`src/design/ffem_pkg.sv`:
```
// shared types, constants and codes of the first-fit extent map allocator
// no dependencies
`timescale 1ns / 1ps

package ffem_pkg;

	localparam int MAP_ENTRIES = 32;
	localparam int BLOCK_BITS  = 16;
	localparam int IDX_BITS    = $clog2(MAP_ENTRIES);
	localparam int CNT_BITS    = $clog2(MAP_ENTRIES + 1);
	localparam int CFG_DATA_BITS = 16;

	typedef logic [BLOCK_BITS-1:0] blk_t;
	typedef logic [BLOCK_BITS:0]   blk_sum_t;
	typedef logic [IDX_BITS-1:0]   idx_t;
	typedef logic [CNT_BITS-1:0]   cnt_t;
	typedef logic [0:0]            cfg_idx_t;

	localparam cfg_idx_t CFG_POOL_START  = 1'b0;
	localparam cfg_idx_t CFG_POOL_LENGTH = 1'b1;

	localparam cnt_t MAP_FULL = cnt_t'(MAP_ENTRIES);

	typedef struct packed {
		blk_t start;
		blk_t length;
	} entry_t;

	// one write and one read port per cycle
	typedef struct packed {
		logic   wr_en;
		idx_t   wr_idx;
		entry_t wr_data;
		idx_t   rd_idx;
	} mem_req_t;

	typedef enum logic [1:0] {
		FN_ALLOC = 2'd0,
		FN_FREE  = 2'd1,
		FN_INIT  = 2'd2,
		FN_NONE  = 2'd3
	} func_t;

	typedef enum logic [1:0] {
		ST_OK      = 2'd0,
		ST_NOSPACE = 2'd1,
		ST_FULL    = 2'd2,
		ST_ZERO    = 2'd3
	} status_t;

	typedef enum logic [3:0] {
		S_IDLE,
		S_SCAN_RD,
		S_SCAN_CK,
		S_FREE_DEC,
		S_SHL_RD,
		S_SHL_WR,
		S_SHR_RD,
		S_SHR_WR,
		S_DONE
	} state_t;

endpackage

```
`src/design/ffem_if.sv`:
```
// request and response channels of the extent map allocator
// depends on ffem_pkg
`timescale 1ns / 1ps

interface ffem_req_if;
	logic              valid;
	logic              ready;
	logic [1:0]        func;
	ffem_pkg::blk_t    block_count;
	ffem_pkg::blk_t    block_address;

	modport source (output valid, func, block_count, block_address, input ready);
	modport sink (input valid, func, block_count, block_address, output ready);
endinterface

interface ffem_rsp_if;
	logic              valid;
	logic              ready;
	ffem_pkg::blk_t    granted_address;
	logic [1:0]        status;

	modport source (output valid, granted_address, status, input ready);
	modport sink (input valid, granted_address, status, output ready);
endinterface

```
`src/design/ffem_store.sv`:
```
// extent map storage: one synchronous memory of (start, length) entries
// depends on ffem_pkg
`timescale 1ns / 1ps

module ffem_store (
	input  logic               clk,
	input  ffem_pkg::mem_req_t req,
	output ffem_pkg::entry_t   rdata
);

	ffem_pkg::entry_t mem [ffem_pkg::MAP_ENTRIES];

	always_ff @(posedge clk) begin
		if (req.wr_en) begin
			mem[req.wr_idx] <= req.wr_data;
		end
	end

	// registered read, old data on a same-address write
	always_ff @(posedge clk) begin
		rdata <= mem[req.rd_idx];
	end

endmodule

```
`src/design/ffem_ctrl.sv`:
```
// sequencer: scan, trim, insert, join and shift over the extent memory
// depends on ffem_pkg, ffem_if
`timescale 1ns / 1ps

module ffem_ctrl (
	input  logic               clk,
	input  logic               arst_n,
	input  ffem_pkg::blk_t     pool_start,
	input  ffem_pkg::blk_t     pool_length,
	ffem_req_if.sink           req,
	ffem_rsp_if.source         rsp,
	output ffem_pkg::mem_req_t mem_req,
	input  ffem_pkg::entry_t   rdata
);

	ffem_pkg::state_t  state_q, state_d;
	ffem_pkg::func_t   op_q, op_d;
	ffem_pkg::blk_t    size_q, size_d;
	ffem_pkg::blk_t    blk_q, blk_d;
	ffem_pkg::cnt_t    count_q, count_d;
	ffem_pkg::cnt_t    p_q, p_d;
	ffem_pkg::cnt_t    j_q, j_d;
	ffem_pkg::entry_t  prev_q, prev_d;
	ffem_pkg::entry_t  cur_q, cur_d;
	ffem_pkg::blk_t    gnt_q, gnt_d;
	ffem_pkg::status_t st_q, st_d;
	logic              rsp_valid_q, rsp_valid_d;
	ffem_pkg::blk_t    rsp_gnt_q, rsp_gnt_d;
	ffem_pkg::status_t rsp_st_q, rsp_st_d;

	// join arithmetic, ends compared without wrap
	ffem_pkg::blk_sum_t prev_end, left_len, left_end, merged_len, right_end, right_len;
	logic               prev_ok, cur_ok, join_left, join_both, join_right;

	always_comb begin
		prev_end   = ffem_pkg::blk_sum_t'(prev_q.start) + ffem_pkg::blk_sum_t'(prev_q.length);
		left_len   = ffem_pkg::blk_sum_t'(prev_q.length) + ffem_pkg::blk_sum_t'(size_q);
		left_end   = ffem_pkg::blk_sum_t'(prev_q.start) + ffem_pkg::blk_sum_t'(left_len[ffem_pkg::BLOCK_BITS-1:0]);
		merged_len = ffem_pkg::blk_sum_t'(left_len[ffem_pkg::BLOCK_BITS-1:0])
			+ ffem_pkg::blk_sum_t'(cur_q.length);
		right_end  = ffem_pkg::blk_sum_t'(blk_q) + ffem_pkg::blk_sum_t'(size_q);
		right_len  = ffem_pkg::blk_sum_t'(cur_q.length) + ffem_pkg::blk_sum_t'(size_q);
		prev_ok    = (p_q != '0);
		cur_ok     = (p_q < count_q);
		join_left  = prev_ok && (prev_end == ffem_pkg::blk_sum_t'(blk_q))
			&& !left_len[ffem_pkg::BLOCK_BITS];
		join_both  = join_left && cur_ok && (left_end == ffem_pkg::blk_sum_t'(cur_q.start))
			&& !merged_len[ffem_pkg::BLOCK_BITS];
		join_right = cur_ok && (right_end == ffem_pkg::blk_sum_t'(cur_q.start))
			&& !right_len[ffem_pkg::BLOCK_BITS];
	end

	always_comb begin
		state_d     = state_q;
		op_d        = op_q;
		size_d      = size_q;
		blk_d       = blk_q;
		count_d     = count_q;
		p_d         = p_q;
		j_d         = j_q;
		prev_d      = prev_q;
		cur_d       = cur_q;
		gnt_d       = gnt_q;
		st_d        = st_q;
		rsp_valid_d = rsp_valid_q && !rsp.ready;
		rsp_gnt_d   = rsp_gnt_q;
		rsp_st_d    = rsp_st_q;
		mem_req     = '0;
		mem_req.rd_idx = p_q[ffem_pkg::IDX_BITS-1:0];
		req.ready   = (state_q == ffem_pkg::S_IDLE);

		unique case (state_q)
			ffem_pkg::S_IDLE: begin
				if (req.valid) begin
					op_d   = ffem_pkg::func_t'(req.func);
					size_d = req.block_count;
					blk_d  = req.block_address;
					gnt_d  = '0;
					st_d   = ffem_pkg::ST_OK;
					p_d    = '0;
					unique case (ffem_pkg::func_t'(req.func))
						ffem_pkg::FN_ALLOC, ffem_pkg::FN_FREE: begin
							if (req.block_count == '0) begin
								st_d    = ffem_pkg::ST_ZERO;
								state_d = ffem_pkg::S_DONE;
							end else begin
								state_d = ffem_pkg::S_SCAN_RD;
							end
						end
						ffem_pkg::FN_INIT: begin
							// entries above the count are never read, so one write suffices
							mem_req.wr_en   = 1'b1;
							mem_req.wr_idx  = '0;
							mem_req.wr_data = '{start: pool_start, length: pool_length};
							count_d = (pool_length != '0) ? ffem_pkg::cnt_t'(1) : '0;
							state_d = ffem_pkg::S_DONE;
						end
						ffem_pkg::FN_NONE: begin
							state_d = ffem_pkg::S_DONE;
						end
					endcase
				end
			end

			ffem_pkg::S_SCAN_RD: begin
				if (p_q >= count_q) begin
					if (op_q == ffem_pkg::FN_ALLOC) begin
						st_d    = ffem_pkg::ST_NOSPACE;
						state_d = ffem_pkg::S_DONE;
					end else begin
						state_d = ffem_pkg::S_FREE_DEC;
					end
				end else begin
					mem_req.rd_idx = p_q[ffem_pkg::IDX_BITS-1:0];
					state_d = ffem_pkg::S_SCAN_CK;
				end
			end

			ffem_pkg::S_SCAN_CK: begin
				if (op_q == ffem_pkg::FN_ALLOC) begin
					priority if (rdata.length == size_q) begin
						// exact fit: remove the entry
						gnt_d   = rdata.start;
						j_d     = p_q;
						state_d = ffem_pkg::S_SHL_RD;
					end else if (rdata.length > size_q) begin
						// trim from the front
						gnt_d   = rdata.start;
						mem_req.wr_en   = 1'b1;
						mem_req.wr_idx  = p_q[ffem_pkg::IDX_BITS-1:0];
						mem_req.wr_data = '{start: rdata.start + size_q,
							length: rdata.length - size_q};
						state_d = ffem_pkg::S_DONE;
					end else begin
						p_d     = p_q + ffem_pkg::cnt_t'(1);
						state_d = ffem_pkg::S_SCAN_RD;
					end
				end else begin
					if (rdata.start < blk_q) begin
						prev_d  = rdata;
						p_d     = p_q + ffem_pkg::cnt_t'(1);
						state_d = ffem_pkg::S_SCAN_RD;
					end else begin
						cur_d   = rdata;
						state_d = ffem_pkg::S_FREE_DEC;
					end
				end
			end

			ffem_pkg::S_FREE_DEC: begin
				priority if (join_left) begin
					mem_req.wr_en  = 1'b1;
					mem_req.wr_idx = p_q[ffem_pkg::IDX_BITS-1:0] - ffem_pkg::idx_t'(1);
					if (join_both) begin
						// lower, freed and upper extents become one
						mem_req.wr_data = '{start: prev_q.start,
							length: merged_len[ffem_pkg::BLOCK_BITS-1:0]};
						j_d     = p_q;
						state_d = ffem_pkg::S_SHL_RD;
					end else begin
						mem_req.wr_data = '{start: prev_q.start,
							length: left_len[ffem_pkg::BLOCK_BITS-1:0]};
						state_d = ffem_pkg::S_DONE;
					end
				end else if (join_right) begin
					mem_req.wr_en   = 1'b1;
					mem_req.wr_idx  = p_q[ffem_pkg::IDX_BITS-1:0];
					mem_req.wr_data = '{start: blk_q,
						length: right_len[ffem_pkg::BLOCK_BITS-1:0]};
					state_d = ffem_pkg::S_DONE;
				end else if (count_q >= ffem_pkg::MAP_FULL) begin
					st_d    = ffem_pkg::ST_FULL;
					state_d = ffem_pkg::S_DONE;
				end else begin
					j_d     = count_q;
					state_d = ffem_pkg::S_SHR_RD;
				end
			end

			// move entries down one place from j+1 to the end
			ffem_pkg::S_SHL_RD: begin
				if ((j_q + ffem_pkg::cnt_t'(1)) >= count_q) begin
					count_d = count_q - ffem_pkg::cnt_t'(1);
					state_d = ffem_pkg::S_DONE;
				end else begin
					mem_req.rd_idx = j_q[ffem_pkg::IDX_BITS-1:0] + ffem_pkg::idx_t'(1);
					state_d = ffem_pkg::S_SHL_WR;
				end
			end

			ffem_pkg::S_SHL_WR: begin
				mem_req.wr_en   = 1'b1;
				mem_req.wr_idx  = j_q[ffem_pkg::IDX_BITS-1:0];
				mem_req.wr_data = rdata;
				j_d     = j_q + ffem_pkg::cnt_t'(1);
				state_d = ffem_pkg::S_SHL_RD;
			end

			// open a hole at p by moving entries up from the end
			ffem_pkg::S_SHR_RD: begin
				if (j_q == p_q) begin
					mem_req.wr_en   = 1'b1;
					mem_req.wr_idx  = p_q[ffem_pkg::IDX_BITS-1:0];
					mem_req.wr_data = '{start: blk_q, length: size_q};
					count_d = count_q + ffem_pkg::cnt_t'(1);
					state_d = ffem_pkg::S_DONE;
				end else begin
					mem_req.rd_idx = j_q[ffem_pkg::IDX_BITS-1:0] - ffem_pkg::idx_t'(1);
					state_d = ffem_pkg::S_SHR_WR;
				end
			end

			ffem_pkg::S_SHR_WR: begin
				mem_req.wr_en   = 1'b1;
				mem_req.wr_idx  = j_q[ffem_pkg::IDX_BITS-1:0];
				mem_req.wr_data = rdata;
				j_d     = j_q - ffem_pkg::cnt_t'(1);
				state_d = ffem_pkg::S_SHR_RD;
			end

			ffem_pkg::S_DONE: begin
				if (!rsp_valid_q || rsp.ready) begin
					rsp_valid_d = 1'b1;
					rsp_gnt_d   = (op_q == ffem_pkg::FN_ALLOC) ? gnt_q : '0;
					rsp_st_d    = st_q;
					state_d     = ffem_pkg::S_IDLE;
				end
			end

			default: begin
				state_d = ffem_pkg::S_IDLE;
			end
		endcase
	end

	always_ff @(posedge clk or negedge arst_n) begin
		if (!arst_n) begin
			state_q     <= ffem_pkg::S_IDLE;
			count_q     <= '0;
			rsp_valid_q <= 1'b0;
		end else begin
			state_q     <= state_d;
			count_q     <= count_d;
			rsp_valid_q <= rsp_valid_d;
		end
	end

	always_ff @(posedge clk) begin
		op_q      <= op_d;
		size_q    <= size_d;
		blk_q     <= blk_d;
		p_q       <= p_d;
		j_q       <= j_d;
		prev_q    <= prev_d;
		cur_q     <= cur_d;
		gnt_q     <= gnt_d;
		st_q      <= st_d;
		rsp_gnt_q <= rsp_gnt_d;
		rsp_st_q  <= rsp_st_d;
	end

	assign rsp.valid           = rsp_valid_q;
	assign rsp.granted_address = rsp_gnt_q;
	assign rsp.status          = rsp_st_q;

endmodule

```
`src/design/first_fit_extent_map_allocator.sv`:
```
// top level of the first-fit extent map allocator: pool registers, sequencer, map memory
// depends on ffem_pkg, ffem_if, ffem_store, ffem_ctrl
`timescale 1ns / 1ps

// usage
// - req channel carries one item: func (allocate, free, init, no-op), block_count and
//   block_address; rsp returns one item per request: granted_address and status
// - cfg_we / cfg_index / cfg_data write pool_start (index 0) and pool_length
//   (index 1), which only init reads; write them while the block is idle
// - sequence: zero-size requests, init and the no-op code go straight to the
//   result state; allocate takes a read and a check state per entry scanned,
//   plus a read and a write state per entry moved down on an exact fit; free
//   does the same per entry scanned, plus a read and a write state per entry
//   moved up on an insert or down on a double join, since the map memory has a
//   single read and write port and a registered read
// - one item in work at a time; the next item is taken as soon as the
//   previous result sits in the output register, even if rsp is stalled
// - a stalled rsp holds its item; a result that finishes behind it waits
// - reset empties the map (entry count zero) and clears the pool registers;
//   no clearing pass is needed because entries above the count are never read
module first_fit_extent_map_allocator (
	input  logic                            clk,
	input  logic                            arst_n,
	input  logic                            cfg_we,
	input  ffem_pkg::cfg_idx_t              cfg_index,
	input  logic [ffem_pkg::CFG_DATA_BITS-1:0] cfg_data,
	ffem_req_if.sink                        req,
	ffem_rsp_if.source                      rsp
);

	ffem_pkg::blk_t     pool_start_q;
	ffem_pkg::blk_t     pool_length_q;
	ffem_pkg::mem_req_t mem_req;
	ffem_pkg::entry_t   mem_rdata;

	// pool registers for init
	always_ff @(posedge clk or negedge arst_n) begin
		if (!arst_n) begin
			pool_start_q  <= '0;
			pool_length_q <= '0;
		end else if (cfg_we) begin
			unique case (cfg_index)
				ffem_pkg::CFG_POOL_START:  pool_start_q  <= ffem_pkg::blk_t'(cfg_data);
				ffem_pkg::CFG_POOL_LENGTH: pool_length_q <= ffem_pkg::blk_t'(cfg_data);
			endcase
		end
	end

	// sequencer owns the handshakes and all read-modify-write steps
	ffem_ctrl u_ctrl (
		.clk         (clk),
		.arst_n      (arst_n),
		.pool_start  (pool_start_q),
		.pool_length (pool_length_q),
		.req         (req),
		.rsp         (rsp),
		.mem_req     (mem_req),
		.rdata       (mem_rdata)
	);

	// sorted extent list; a step never reads the entry written in the same cycle
	ffem_store u_store (
		.clk   (clk),
		.req   (mem_req),
		.rdata (mem_rdata)
	);

endmodule

```
`src/flat_wrapper.sv`:
```
// flat-port wrapper written by rule: the top's interface ports become plain ports
module first_fit_extent_map_allocator_flat 
  (clk, arst_n, cfg_we, cfg_index, cfg_data, req_valid, req_func, req_block_count, req_block_address, req_ready, rsp_valid, rsp_granted_address, rsp_status, rsp_ready);
  ffem_req_if req_i ();
  ffem_rsp_if rsp_i ();
  input  logic clk;
  input  logic arst_n;
  input  logic cfg_we;
  input  ffem_pkg::cfg_idx_t cfg_index;
  input  logic [ffem_pkg::CFG_DATA_BITS-1:0] cfg_data;
  input wire logic [$bits(req_i.valid)-1:0] req_valid;
  input wire logic [$bits(req_i.func)-1:0] req_func;
  input wire logic [$bits(req_i.block_count)-1:0] req_block_count;
  input wire logic [$bits(req_i.block_address)-1:0] req_block_address;
  output wire logic [$bits(req_i.ready)-1:0] req_ready;
  output wire logic [$bits(rsp_i.valid)-1:0] rsp_valid;
  output wire logic [$bits(rsp_i.granted_address)-1:0] rsp_granted_address;
  output wire logic [$bits(rsp_i.status)-1:0] rsp_status;
  input wire logic [$bits(rsp_i.ready)-1:0] rsp_ready;
  assign req_i.valid = req_valid;
  assign req_i.func = req_func;
  assign req_i.block_count = req_block_count;
  assign req_i.block_address = req_block_address;
  assign req_ready = req_i.ready;
  assign rsp_valid = rsp_i.valid;
  assign rsp_granted_address = rsp_i.granted_address;
  assign rsp_status = rsp_i.status;
  assign rsp_i.ready = rsp_ready;
  first_fit_extent_map_allocator u_core (.clk(clk), .arst_n(arst_n), .cfg_we(cfg_we), .cfg_index(cfg_index), .cfg_data(cfg_data), .req(req_i), .rsp(rsp_i));
endmodule
```
`config.mk`:
```
export PLATFORM = sky130hd
export DESIGN_NAME = first_fit_extent_map_allocator_flat
export DESIGN_NICKNAME = d
export VERILOG_FILES = /design/src/design/ffem_pkg.sv /design/src/design/ffem_if.sv /design/src/design/ffem_store.sv /design/src/design/ffem_ctrl.sv /design/src/design/first_fit_extent_map_allocator.sv /design/src/flat_wrapper.sv
export SDC_FILE = /design/constraint.sdc
export NUM_CORES = 2
export LEC_CHECK = 0
export ABC_AREA = 0
export BUFFER_PORTS_ARGS = -buffer_cell sky130_fd_sc_hd__buf_2
export CORE_MARGIN = 5
export CORE_UTILIZATION = 40
export DETAILED_ROUTE_END_ITERATION = 8
export PLACE_DENSITY = 0.57
export SLEW_MARGIN = 10
export SYNTH_ARGS = -nofsm -noshare
export SYNTH_HDL_FRONTEND = slang
export SYNTH_HIERARCHICAL = 1
export SYNTH_SLANG_ARGS = --single-unit
```
`constraint.sdc`:
```
create_clock -name clk -period 10.7 [get_ports clk]
set_input_delay 1.07 -clock clk [delete_from_list [all_inputs] [get_ports clk]]
set_output_delay 1.07 -clock clk [all_outputs]
set_load 0.02 [all_outputs]
```
# [After elaboration in Yosys (flattened, before gate mapping)]
# Memory sizes are Yosys's and may differ from the RTL's. A register that Yosys moved wholly into a read port is not among the register bits.
# Index checks and enable logic that the tools add are counted.
# Widths: inputs -> output; s select.
[word_totals] regBits=189 ram_bits=1024 n_memories=1
[classes] eq_ne=35 bitwise=3 reduce_logical=39 mux=67 n_addsub=16 order_cmp=6
[memory_table] memory="u_core.u_store.mem" words=32 width=32 rd=1 rd_ports_with_merged_regs=1 wr=1 line="ffem_store.sv:11" rtl="ffem_pkg::entry_t mem [ffem_pkg::MAP_ENTRIES];"
[ops] operator="$mux 38" n=8
[ops] operator="$pmux 38 s5" n=1
[ops] operator="$add 16x16->17" n=6
[ops] operator="$mux 6" n=15
[ops] operator="$mux 16" n=5
[ops] operator="$mux 4" n=14
[ops] operator="$eq 17x16->1" n=3
[ops] operator="$pmux 4 s9" n=1
[ops] operator="$pmux 16 s2" n=1
[ops] operator="$pmux 6 s4" n=1
[ops] operator="$ne 2x2->1 const B" n=11
[ops] operator="$ne 3x3->1 const B" n=7
[ops] operator="$add 6x1->6 const B" n=3
[ops] operator="$mux 2" n=9
[ops] operator="$pmux 6 s3" n=1
[ops] operator="$add 16x16->16" n=1
[ops] operator="$eq 16x16->1" n=1
[ops] operator="$eq 4x3->1 const B" n=4
[ops] operator="$gt 16x16->1" n=1
[ops] operator="$logic_not 16->1" n=1
[ops] operator="$lt 16x16->1" n=1
[ops] operator="$reduce_bool 16->1" n=1
[ops] operator="$sub 16x16->16" n=1
[ops] operator="$ge 6x6->1" n=2
[ops] operator="other kinds (35)" n=67

# [Depth between registers and ports, before layout]
[depth] depth_word=12 mapped_depth=21 mapped_depth_nobuf=20

# [By module]
# Netlist, hierarchy kept.
[modules_own_cells] module="ffem_store" area_per_inst_um2=40492.6 n_inst=1 cells_each=2260
[modules_own_cells] module="ffem_ctrl" area_per_inst_um2=14704.1 n_inst=1 cells_each=1582
[modules_own_cells] module="first_fit_extent_map_allocator" area_per_inst_um2=1252.5 n_inst=1 cells_each=69

# [Worst setup path before layout]
# No wires, ideal clock.
[synth_timing] kind="register -> register" from="register u_core.u_ctrl.state_q[0]" to="memory u_core/u_store/mem[12][0] in the netlist's numbering (enable)" t_arrival_ps=5406 path_stages_with_launch=11 path_buffers=4 slack_ps=4873 path_cell_list="dfrtp_1 -> clkbuf_1 -> nor4_1 -> and2_1 -> and3b_1 -> clkbuf_1 -> clkbuf_1 -> or4b_2 -> or3b_2 -> clkbuf_1 -> nor2_1"
[synth_rtl] item="from (decl)" line="ffem_ctrl.sv:16" rtl="ffem_pkg::state_t state_q, state_d;"
[synth_rtl] item="from (signal assigned)" line="ffem_ctrl.sv:238" rtl="state_q <= ffem_pkg::S_IDLE;"
[synth_rtl] item="from (signal assigned)" line="ffem_ctrl.sv:242" rtl="state_q <= state_d;"
[synth_rtl] item="to (decl)" line="ffem_store.sv:11"

==> impl_metrics.json <==
{
  "run_status": "finished, final reports clean",
  "rrSetupSlack_ns": 3.58,
  "rsz0062_at_grt": "false",
  "min_path_type": "in2async",
  "ff_latch_area_mm2": 0.03685,
  "cts_setup_buffers": 0,
  "clkLatencyLatePin_ns": 0.77,
  "drt_first_pass_iters": 7,
  "multiInputGateArea_mm2": 0.01867,
  "slowest_delay_ns": 0.92,
  "die_width_um": 385.7,
  "fill_cells": 12440,
  "dieArea_mm2": 0.1487,
  "setup_viol": 0,
  "switching_share_pct": 37.30,
  "crit_path_top_delay_cell": "a211o_1",
  "max-slew-margin-rel_pct": 15.47,
  "cellLeakagePower_nw": 22.94,
  "clockPowerShare_pct": 26.5,
  "cts_htree_levels": 4,
  "routed_wl_um": 168200,
  "cts_buffers": 135,
  "timing.setup.tns_ns": 0,
  "p_int_mw": 10.90,
  "final.setup_skew_ns": 0.03226,
  "cts_hold_buf": 0,
  "cts.sinks": 1245,
  "critPathCapture": "u_core/u_store/mem[11][4]",
  "syn_nets": 4145,
  "crit_fanout": 32,
  "grt_pass1_vias": 33770,
  "crit_required_ns": 11.08,
  "viasPerCell": 5.821,
  "drc": 0,
  "async_flop_share_pct": 3.454,
  "route.top_layer_used": "met5",
  "cts_tree": "done",
  "utilization_pct": 45.55,
  "cts-root-buf": "clkbuf_16",
  "synth-xor-area-share_pct": 2.385,
  "ctsResizeCount": 0,
  "ys_seq_area_share_pct": 65.28,
  "yosys.cell_types.count": 94,
  "path_clk_slew_ns": 0.06,
  "layout_common_cells": "1170 x edfxtp_1, 530 x mux2i_1, 202 x a21oi_1, 198 x nand2_1, 169 x ha_1",
  "rr_startpoint": "u_core/u_ctrl/size_q[1]",
  "boundaryPins": 76,
  "synth_seq_cells": 1245,
  "muxShareOfSynthArea_pct": 10.21,
  "min_period_ns": 7.124,
  "synth-compound-area-share_pct": 9.476,
  "wl_met1_um": 71730,
  "rows": 137,
  "hold_violations": 0,
  "grt_max_degree": 129,
  "clock_path_buffers": 3,
  "powerDensity_mw_per_mm2": 272.8,
  "rr_endpoint": "u_core/u_store/mem[11][4]",
  "synthAdderAreaFrac_pct": 4.065,
  "netlist_instances": 3911,
  "grt_overflow": 0,
  "yosysWarnings": 6,
  "ir_drop_v": 0.0003932,
  "dr_wl_met3_um": 11020,
  "wl_met2_um": 80460,
  "synth_ff_type": "edfxtp_1",
  "fmax_mhz": 140.4,
  "seq_power_share_pct": 36.1,
  "cp.arrival_ns": 7.50,
  "port_buffers": 75,
  "gp_congestion": 0.9178,
  "critPathKind": "reg2reg",
  "crit_path_start": "u_core/u_ctrl/size_q[1]",
  "nets": 4271,
  "r2r_cells": 19,
  "tightest_slew_ns": 1.268,
  "total_power_mw": 17.38,
  "maxSlewViolCount": 0,
  "synth_top_family_by_area": "multiplexers",
  "min_period_over_period_pct": 66.58,
  "start_util_pct": 40.36,
  "antenna_found_initial": 6,
  "drv_cap": 0,
  "core_mm2": 0.1399,
  "antenna_left": 0,
  "dr_total_vias": 35090,
  "area_growth_pct": 12.86,
  "grt.total_usage_pct": 22.17,
  "syn_area_mm2": 0.05645,
  "netSwitchingPower_mw": 6.482,
  "synth.avg_cell_area_um2": 14.43,
  "drive_gt1_share_pct": 11.86,
  "cp-end-kind": "flop",
  "layout_commonest_cell": "edfxtp_1",
  "startpoint_type": "flop",
  "grt_pass1_wl_um": 240600,
  "hpwlAfterDp_um": 102900,
  "combPwrFrac_pct": 37.5,
  "drtIter0Drc": 3432,
  "wl_per_cell_um": 27.90,
  "path_cells": "inv_1 -> fa_1 -> nand2b_1 -> a21oi_1 -> o221a_2 -> o31ai_1 -> nor2b_1 -> xnor2_1 -> ha_1 -> xor2_1 -> o22a_1 -> o2111ai_1 -> or4_1 -> nor4_1 -> nand3_1 -> buf_4 -> a211o_1 -> a21oi_1 -> a211o_1",
  "die_h_um": 385.7,
  "synth-simple-area-share_pct": 6.279,
  "synth_edf_count": 1170
}
[worst max-delay path: cells and delay by family, from the launching register on]
family                     cells  cell delay [ns]
and+or+nand+nor                5             1.45
AOI/OAI and AO/OA              8             2.36
adders and majority gates      2             0.87
xor gates and xnor gates       2             0.90
DFF                            1             0.64
buffers and inverters          2             0.46
[synthesized netlist by cell type, types with 11 or more instances]
library cell  number  area (um2)
buf_2             41       205.2
inv_1             80       300.3
nand3_1          135       675.7
a222oi_1          32       320.3
a22oi_1          101       758.2
edfxtp_1        1170       35130
mux2i_1          530        5305
a21o_1            48       360.4
o21ai_0          107       535.5
mux2_4            11       165.2
nor3_1            76       380.4
and2_1            27       168.9
nor2_1           144       540.5
a21oi_1          202        1011
a22o_1            65       569.3
dfrtp_1           43        1076
nand2b_1          23       143.9
xnor2_1          104       910.9
nor4_1            17       106.4
mux2_2            26       292.8
a211oi_1          22       165.2
ha_1             169        2115
nor2b_1           17       106.4
clkbuf_1          75       281.5
o211ai_1          19       142.6
a211o_1           18       157.7
dfxtp_1           32       640.6
xor2_1            46       402.9
a221o_1           12       120.1
o21a_1            17       127.6
and3_1            27       168.9
a31oi_1           47       294.0
nand4_1           14       87.58
nand2_1          200       750.7
buf_6             19       214.0
buf_4             35       262.8
[layer usage]
layer | up-vias | track usage [%]
met5 | - | 0
met4 | 2 | 6.669
met3 | 262 | 3.680
met2 | 1377 | 36.47
met1 | 17900 | 30.33
li1 | 15550 | -
[area by class of cell]
class / instances / share of cell area, %
sequential: 1245 / 57.84
multi-input combinational: 2408 / 29.30
clock buffer: 188 / 5.823
tap: 1876 / 3.684
timing repair buffer: 167 / 1.826
clock inverter: 60 / 1.037
inverter: 80 / 0.4713
antenna: 4 / 0.01571
[cells by family after synthesis]
group           count (synthesis)
fa+ha+maj                     178
flops                        1245
simple gates                  731
mux                           567
compound gates                780
xor+xnor                      152
buf+inv                       258
[power groups by stage]
stage	logic (mW)	registers, mW	clock network, mW
2_1_floorplan	4.65	6.10	0
3_3_place_gp	6.42	6.35	0
3_5_place_dp	6.43	6.35	0
4_1_cts	6.45	6.25	4.69
5_1_grt	6.99	6.27	4.90
6_report	6.52	6.27	4.60
[through the flow]
stage	area (um2)	std cells	hold WS, ns	setup slack (ns)
floorplan	56450	3911	0.4003	4.873
global placement	59300	5775	0.4051	3.651
detailed placement	59300	5775	0.4089	3.620
CTS	63670	6023	0.4236	3.604
global route	63700	6025	0.3370	3.185
finish	63710	6028	0.3122	3.576
[registers in the layout (all words and copies together) (netlist names), 4 cells and up]
name	cells
u_core/u_ctrl/j_q	6
u_core/u_store/rdata	32
u_core/u_ctrl/cur_q	32
u_core/u_ctrl/rsp.granted_address	16
u_core/pool_start_q	16
u_core/pool_length_q	16
u_core/u_ctrl/state_q	4
u_core/u_ctrl/prev_q	32
u_core/u_store/mem	1024
u_core/u_ctrl/count_q	6
u_core/u_ctrl/size_q	16
u_core/u_ctrl/gnt_q	16
u_core/u_ctrl/p_q	6
u_core/u_ctrl/blk_q	16
[worst min path at each step]
stage	to	slack (ns)	cells past startpoint
final	u_core/u_ctrl/rsp.valid	0.31	1
after global routing	u_core/u_ctrl/rsp.valid	0.34	1
after CTS	u_core/u_ctrl/rsp.status[1]	0.42	0
after detailed placement	u_core/u_ctrl/rsp.status[1]	0.41	0
after global placement	u_core/u_ctrl/rsp.status[0]	0.41	0
after floorplan	u_core/u_ctrl/rsp.status[0]	0.40	0
No activity file was read; power rests on OpenSTA's default activity.
